===== src/hw/rtl/ascfc_pkg.sv =====
// Shared constants, types and helpers for the ASCII sensor frame checker.
package ascfc_pkg;

    localparam int BUFFER_BYTES_DEF = 50;
    localparam int SUM_SPAN         = 10;

    localparam int POS_HUNDREDS = 0;
    localparam int POS_POINT    = 1;
    localparam int POS_TENS     = 2;
    localparam int POS_UNITS    = 3;
    localparam int POS_CHK_HI   = 11;
    localparam int POS_CHK_LO   = 12;

    localparam logic [7:0] LINE_FEED  = 8'h0A;
    localparam logic [7:0] POINT_CHAR = 8'h2E;
    localparam logic [7:0] SPACE_CHAR = 8'h20;
    localparam logic [7:0] ZERO_CHAR  = 8'h30;
    localparam logic [7:0] HEX_BAD    = 8'hFF;

    typedef enum logic [1:0] {
        ST_OK    = 2'd0,
        ST_BAD   = 2'd1,
        ST_BLANK = 2'd2
    } t_status;

    typedef struct packed {
        logic [7:0] sum;
        logic [7:0] hundreds;
        logic [7:0] point;
        logic [7:0] tens;
        logic [7:0] units;
        logic [7:0] chk_hi;
        logic [7:0] chk_lo;
    } t_frame;

    function automatic logic [7:0] hex_value(input logic [7:0] c);
        logic [7:0] v;
        v = HEX_BAD;
        if (c inside {[8'h30:8'h39]}) begin
            v = c - 8'd48;
        end else if (c inside {[8'h41:8'h46]}) begin
            v = c - 8'd55;
        end
        return v;
    endfunction

endpackage


===== src/hw/rtl/ascfc_decode.sv =====
// Checksum, decimal point and digit decode of one completed frame.
module ascfc_decode (
    input  ascfc_pkg::t_frame  i_frame,
    output logic [15:0]        o_concentration,
    output ascfc_pkg::t_status o_status
);

    logic [7:0]  expect_sum;
    logic [12:0] got_sum;
    logic [15:0] val;
    logic        blank;

    always_comb begin
        expect_sum = 8'(8'd0 - i_frame.sum);
        got_sum    = {1'b0, ascfc_pkg::hex_value(i_frame.chk_hi), 4'd0}
                   + 13'(ascfc_pkg::hex_value(i_frame.chk_lo));
        blank      = (i_frame.hundreds == ascfc_pkg::SPACE_CHAR)
                  || (i_frame.tens == ascfc_pkg::SPACE_CHAR)
                  || (i_frame.units == ascfc_pkg::SPACE_CHAR);
        val = 16'((16'(i_frame.hundreds) - 16'(ascfc_pkg::ZERO_CHAR)) * 16'd100)
            + 16'((16'(i_frame.tens) - 16'(ascfc_pkg::ZERO_CHAR)) * 16'd10)
            + (16'(i_frame.units) - 16'(ascfc_pkg::ZERO_CHAR));

        o_concentration = 16'd0;
        if ((got_sum != 13'(expect_sum)) || (i_frame.point != ascfc_pkg::POINT_CHAR)) begin
            o_status = ascfc_pkg::ST_BAD;
        end else if (blank) begin
            o_status = ascfc_pkg::ST_BLANK;
        end else begin
            o_status        = ascfc_pkg::ST_OK;
            o_concentration = val;
        end
    end

endmodule


===== src/hw/rtl/ascii_sensor_frame_checker_top.sv =====
// Top level of the ASCII sensor frame checker.
//
//  channel | direction | signals                       | payload
//  --------+-----------+-------------------------------+--------------------------------
//  rx      | in        | i_valid, o_stall              | i_rx_byte
//  result  | out       | o_valid, i_stall              | o_concentration, o_status
//
// One byte per cycle while no result waits under i_stall: an input register, then
// the combinational frame update and decode into the result register.
// Only an LF byte writes a result; other bytes only update the frame state.
// Reset is synchronous, active low, and clears position, sum and kept chars.
// The input register holds only while a result waits under i_stall.
module ascii_sensor_frame_checker_top #(
    parameter int BUFFER_BYTES = ascfc_pkg::BUFFER_BYTES_DEF
) (
    input  logic        i_clk,
    input  logic        i_rst_n,
    input  logic        i_valid,
    output logic        o_stall,
    input  logic [7:0]  i_rx_byte,
    output logic        o_valid,
    input  logic        i_stall,
    output logic [15:0] o_concentration,
    output logic [1:0]  o_status
);

    localparam int POS_W = $clog2(BUFFER_BYTES + 1);

    logic               r_in_valid;
    logic [7:0]         r_in_byte;
    logic [POS_W-1:0]   r_pos,   n_pos;
    ascfc_pkg::t_frame  r_frame, n_frame, upd_frame;
    logic               r_out_valid;
    logic [15:0]        r_conc;
    ascfc_pkg::t_status r_status;
    logic [15:0]        dec_conc;
    ascfc_pkg::t_status dec_status;
    logic               adv;
    logic               work;
    logic               is_lf;

    assign adv     = !(r_out_valid && i_stall);
    assign work    = r_in_valid && adv;
    assign o_stall = r_in_valid && !adv;
    assign is_lf   = (r_in_byte == ascfc_pkg::LINE_FEED);

    always_comb begin
        upd_frame = r_frame;
        if (r_pos < POS_W'(BUFFER_BYTES)) begin
            if (r_pos < POS_W'(ascfc_pkg::SUM_SPAN)) begin
                upd_frame.sum = r_frame.sum + r_in_byte;
            end
            if (r_pos == POS_W'(ascfc_pkg::POS_HUNDREDS)) upd_frame.hundreds = r_in_byte;
            if (r_pos == POS_W'(ascfc_pkg::POS_POINT))    upd_frame.point    = r_in_byte;
            if (r_pos == POS_W'(ascfc_pkg::POS_TENS))     upd_frame.tens     = r_in_byte;
            if (r_pos == POS_W'(ascfc_pkg::POS_UNITS))    upd_frame.units    = r_in_byte;
            if (r_pos == POS_W'(ascfc_pkg::POS_CHK_HI))   upd_frame.chk_hi   = r_in_byte;
            if (r_pos == POS_W'(ascfc_pkg::POS_CHK_LO))   upd_frame.chk_lo   = r_in_byte;
        end
    end

    always_comb begin
        n_frame = upd_frame;
        n_pos   = r_pos;
        if (is_lf) begin
            n_frame.sum = 8'd0;
            n_pos       = '0;
        end else if (r_pos < POS_W'(BUFFER_BYTES)) begin
            n_pos = r_pos + POS_W'(1);
        end
    end

    ascfc_decode u_decode (
        .i_frame         (upd_frame),
        .o_concentration (dec_conc),
        .o_status        (dec_status)
    );

    always_ff @(posedge i_clk) begin
        if (!i_rst_n) begin
            r_in_valid  <= 1'b0;
            r_out_valid <= 1'b0;
            r_pos       <= '0;
            r_frame     <= '0;
        end else begin
            if (!o_stall) begin
                r_in_valid <= i_valid;
            end
            if (adv) begin
                r_out_valid <= work && is_lf;
            end
            if (work) begin
                r_pos   <= n_pos;
                r_frame <= n_frame;
            end
        end
    end

    always_ff @(posedge i_clk) begin
        if (!o_stall) begin
            r_in_byte <= i_rx_byte;
        end
        if (work && is_lf) begin
            r_conc   <= dec_conc;
            r_status <= dec_status;
        end
    end

    assign o_valid         = r_out_valid;
    assign o_concentration = r_conc;
    assign o_status        = r_status;

endmodule


===== config.mk =====
export PLATFORM = sky130hd
export DESIGN_NAME = ascii_sensor_frame_checker_top
export DESIGN_NICKNAME = d
export VERILOG_FILES = /design/src/hw/rtl/ascfc_pkg.sv /design/src/hw/rtl/ascfc_decode.sv /design/src/hw/rtl/ascii_sensor_frame_checker_top.sv
export SDC_FILE = /design/constraint.sdc
export NUM_CORES = 1
export LEC_CHECK = 0
export ABC_AREA = 1
export BUFFER_PORTS_ARGS = -buffer_cell sky130_fd_sc_hd__buf_2
export CAP_MARGIN = 20
export CORE_MARGIN = 5
export CORE_UTILIZATION = 64
export DETAILED_ROUTE_END_ITERATION = 6
export PLACE_DENSITY = 0.78
export SYNTH_ARGS = -nofsm -noshare
export SYNTH_HDL_FRONTEND = slang
export SYNTH_HIERARCHICAL = 1
export SYNTH_SLANG_ARGS = --single-unit

===== constraint.sdc =====
create_clock -name i_clk -period 7.1 [get_ports i_clk]
set_input_delay 0.71 -clock i_clk [delete_from_list [all_inputs] [get_ports i_clk]]
set_output_delay 0.71 -clock i_clk [all_outputs]
set_load 0.03 [all_outputs]

# Word level (Yosys, flattened, before mapping)
# Cells that the tools add are included.
[word_totals] ff_bits=90 in_bits=12 output_inout_bits=20 wordCells=81
[op_classes] n_addsub=13 n_mul=2 order_cmp=10 n_eq_ne=11 n_mux=16 n_reduce_logical=16
[ops] operator="2-to-1 mux 8 bit" n=12
[ops] operator="2-to-1 mux 56 bit" n=1
[ops] operator="adder 16 bit" n=2
[ops] operator="subtractor 8 x 6 -> 8 bit (second input constant)" n=4
[ops] operator="subtractor 8 x 6 -> 9 bit (second input constant)" n=3
[ops] operator="equality test 8 x 6 -> 1 bit (second input constant)" n=3
[ops] operator=">= comparator 8 x 6 -> 1 bit (second input constant)" n=2
[ops] operator=">= comparator 8 x 7 -> 1 bit (second input constant)" n=2
[ops] operator="less-or-equal comparator 8 x 6 -> 1 bit (second input constant)" n=2
[ops] operator="less-or-equal comparator 8 x 7 -> 1 bit (second input constant)" n=2
[ops] operator="multiplier 16 x 3 -> 15 bit (second input constant)" n=1
[ops] operator="multiplier 16 x 5 -> 14 bit (second input constant)" n=1
[ops] operator="adder 12 x 8 -> 13 bit" n=1
[ops] operator="!= test 13 x 8 -> 1 bit" n=1
[ops] operator="equality test 6 x 2 -> 1 bit (second input constant)" n=2
[ops] operator="equality test 6 x 4 -> 1 bit (second input constant)" n=2
[ops] operator="2-to-1 mux 6 bit" n=2
[ops] operator="adder 8 bit" n=1
[ops] operator="equality test 8 x 4 -> 1 bit (second input constant)" n=1
[ops] operator="logical AND 1 bit" n=8
[ops] operator="!= test 8 x 6 -> 1 bit (second input constant)" n=1
[ops] operator="subtractor 1 x 8 -> 8 bit (first input constant)" n=1
[ops] operator="adder 6 x 1 -> 6 bit (second input constant)" n=1
[ops] operator="equality test 6 x 1 -> 1 bit (second input constant)" n=1
[ops] operator="9 further kinds" n=11

# Logic depth before layout (Yosys ltp)
[depth] ltp_word=11 ltp_mapped=32 depth_no_buf=30

# Hierarchy
# Netlist, hierarchy kept.
[by_module_without_submodules] module="ascii_sensor_frame_checker_top" instances=1 cells_per_inst=586 area_per_inst_um2=4498.1 seq_area_each_um2=2062.0
[by_module_without_submodules] module="ascfc_decode" instances=1 cells_per_inst=606 area_per_inst_um2=3935.0 seq_area_each_um2=0.0

# Least setup slack after synthesis
# No wires, ideal clock.
[synth_timing] path_type="register to register" start="register r_pos[0]" end="register r_conc[15], in the netlist o_concentration[15] (data pin)" setup_time_ns=0.253 arrival_ns=5.186 required_ns=6.847 slack_ns=1.661 stages_incl_launch_ff=30 n_path_buf=1 synth_period_minus_slack_ns=5.439 path_cell_list="dfxtp_1 -> inv_1 -> ha_1 -> nand3_4 -> buf_6 -> nand2_1 -> o21ai_0 -> ha_1 -> xnor2_1 -> ha_1 -> ha_1 -> inv_1 -> fa_1 -> inv_1 -> ha_1 -> nand2_1 -> inv_1 -> a21oi_1 -> nand2_1 -> xnor2_1 -> fa_1 -> inv_1 -> ha_1 -> inv_1 -> nor3_1 -> o21ai_0 -> o311ai_0 -> a31oi_1 -> nor2_1 -> nor2_1"
[synth_lines] element="start, declared" line_no="ascii_sensor_frame_checker_top.sv:31" rtl="logic [POS_W-1:0] r_pos, n_pos;"
[synth_lines] element="start signal, assigned" line_no="ascii_sensor_frame_checker_top.sv:93" rtl="r_pos <= n_pos;"
[synth_lines] element="end signal, assigned" line_no="ascii_sensor_frame_checker_top.sv:104" rtl="r_conc <= dec_conc;"
[synth_lines] element="end, declared" line_no="ascii_sensor_frame_checker_top.sv:34" rtl="logic [15:0] r_conc;"

==> reports/results.txt <==
outcome: finished clean
GRT overflow: 0
CTS Sinks: 90
# diodes: 0
Post-synth EDFFs: 26
Sum Neg Setup Slack: 0 ns
LEAKAGE: 4.532 nW
antenna-violating nets left: 0
final setup violation count: 0
CTS clk-pin slew, worst paths: 0.07 ns
synth warn: 6
Die Wd: 124.8 um
Post-synth ARST share: 0%
pin count of the biggest net entering global routing: 61
Synth Cell Area: 8433 um2
Rows: 42
Adder-Cell Fraction of Synth Area: 19.58%
final hold violation count: 0
drt initial violations: 594
starting density of the core: 64.45%
r2r startpoint: r_pos[0]$_SDFFE_PN0P_
Reg area: 2062 um2
clk_lat worst skew: 0.35 ns
port bufs: 31
vias in the first global route: 6,326
area share of the leading cell type in the synthesized netlist: 15.19%
crit share post-route: 85.78%
CP Capture Type: flop
routed wire length: 17,480 um
synth cell count leaders: 229 x nand2_1, 199 x inv_1, 164 x nor2_1
Post-Synth Simple-Gate Area: 27.51%
critical path launch point type: flop
drt drc: 0
final core utilization: 68.35%
GRT Resource Usage Total: 22.71%
largest family of logic cells by synthesized area: simple AND/OR/NAND/NOR gates
top post-synthesis cells by area: dfxtp_1 15%, ha_1 14%, nand2_1 10%, edfxtp_1 9.3%, inv_1 8.9%
DIE HEIGHT: 124.8 um
FF+latch count, synth: 90
Max Buffers Root-to-Sink: 2
CTS Buf Count: 9
Hold WS: 0.4851 ns
post-DP HPWL: 13,290 um
hold wc startpoint: r_frame[52]$_SDFFE_PN0P_
count leader, synth: nand2_1
die footprint: 15,570 um2
Hold Buf Count CTS: 0
Seq/Total Area, Yosys: 24.45%
PwrDens: 345.0 nW/um2
maximum clock rate: 164.2 MHz
Setup CP Type: flop to flop
IO Count: 32
setup bufs post-CTS: 0
Syn Nets: 1,321
Hold Crit Class: flop to flop
unrepaired setup endpoints after global routing: false
Vias/cell: 5.210
routability cong.: 0.9028
global-route wire length before repair: 29,850 um
vias post-DR: 7,247
Compound-Gate Fraction of Synth Area: 12.23%
worst-path fanout max: 16
Worst Path Required: 7.20 ns
Tightest Pin Transition: 0.9569 ns
Root Driver: clkbuf_16
Yosys cell types: 48
Syn Area/Cell: 7.075 um2
Setup Skew: 0.01207 ns
Worst VDD drop: 0.0003444 V
Slew headroom: 35.53%
share of layout cells above drive strength 1: 9.053%
post-synthesis mux area share: 0%
Total Nets Final: 1,339
final max-slew violation count: 0
number of max-cap violations: 0
cts repair resizes: 0
core area: 13,090 um2
crit path from: r_pos[0]$_SDFFE_PN0P_
area of the multi-input gates: 5404 um2
xor-xnor portion of the synthesized cell area: 4.763%
Slowest-stage cell, CP: o21ai_0
CP max stage delay: 0.55 ns
initial antenna violation count: 0
area delta synth->final: 6.053%
r2r setup slk: 1.01 ns
Avg WL per Cell: 12.57 um
WP data arrival: 6.19 ns
Top FF cell, synth: dfxtp_1
Final min period: 6.090 ns
CTS H-tree depth: 3
Gate Count Post-Synth: 1,192
fillers: 1,131
First-pass DRT Iterations: 5
Synth area leader: dfxtp_1
TritonCTS clock tree: yes
[worst max-delay path: cells and delay by family, from the launching register on]
family                     cells  cell delay [ns]
buffers and inverters          6             0.58
adders and majority gates      8             2.78
AOI/OAI and AO/OA              7             1.36
xor gates and xnor gates       1             0.19
DFF                            1             0.36
and+or+nand+nor                4             0.57
[flip-flops by register name, indices dropped and copies added (netlist names)]
name,count
r_frame,56
o_concentration,16
r_in_byte,8
r_pos,6
o_status,2
o_valid,1
r_in_valid,1
[per-layer routing]
metal	GRT usage [%]	part of all wire, %
met5	0	0
met4	6.899	2.0
met3	4.503	6.0
met2	34.26	44
met1	32.86	48
[cell usage in the layout, fill, tap and decap left out, types with 3 or more instances in the layout]
master,count
a21oi_1,58
a31oi_1,5
and2_1,3
buf_2,31
buf_4,3
clkbuf_16,10
clkinvlp_4,3
dfxtp_1,64
edfxtp_1,26
fa_1,25
ha_1,92
inv_1,199
inv_2,7
nand2_1,229
nand2_2,8
nand3_1,57
nand3_2,4
nand3_4,5
nand3b_1,5
nand4_1,11
nor2_1,164
nor2_2,9
nor2_4,5
nor3_1,4
o21ai_0,66
o21ai_1,34
o21ai_2,11
o21bai_1,3
o22ai_1,3
or2_2,5
xnor2_1,18
xor2_1,26
[path summary, 6_finish.rpt]
| check | end | depth (start not counted) |
|---|---|---|
| worst min-delay path | r_frame[52]$_SDFFE_PN0P_ | 2 |
| worst min register to register | r_frame[52]$_SDFFE_PN0P_ | 2 |
| worst max-delay path | o_concentration[15]$_DFFE_PP_ | 26 |
| worst max register to register | o_concentration[15]$_DFFE_PP_ | 26 |
[layout make-up]
| type | count | share of cell area (%) |
|---|---|---|
| sequential | 90 | 23.06 |
| clock buffer | 10 | 2.798 |
| inverter | 208 | 8.758 |
| timing repair buffer | 34 | 1.987 |
| tap | 176 | 2.462 |
| multi-input combinational | 867 | 60.42 |
| clock inverter | 6 | 0.5176 |
[where the power goes]
part           switching, mW  internal, mW
clock network          0.208         0.261
registers             0.0140         0.550
logic                   1.27         0.787
[kinds of logic (layout without fill, tap and decap cells)]
group / after synthesis / after routing
AND/OR/NAND/NOR: 517 / 517
buffers and inverters: 235 / 258
AO/OA/AOI/OAI: 188 / 188
adder cells (fa/ha/maj): 117 / 117
flip-flops: 90 / 90
XOR/XNOR: 45 / 45
[through the flow]
stage          setup WS (ns)  instances  total power [mW]  instance area [um2]
6_report               1.010       1391             3.086                 8944
3_5_place_dp           1.035       1375             2.610                 8647
4_1_cts               0.9737       1391             3.090                 8944
2_1_floorplan          1.661       1192             2.258                 8433
3_3_place_gp           1.243       1375             2.590                 8647
5_1_grt               0.4118       1391             3.480                 8944
Note: power is estimated with default switching activity, not from simulation.
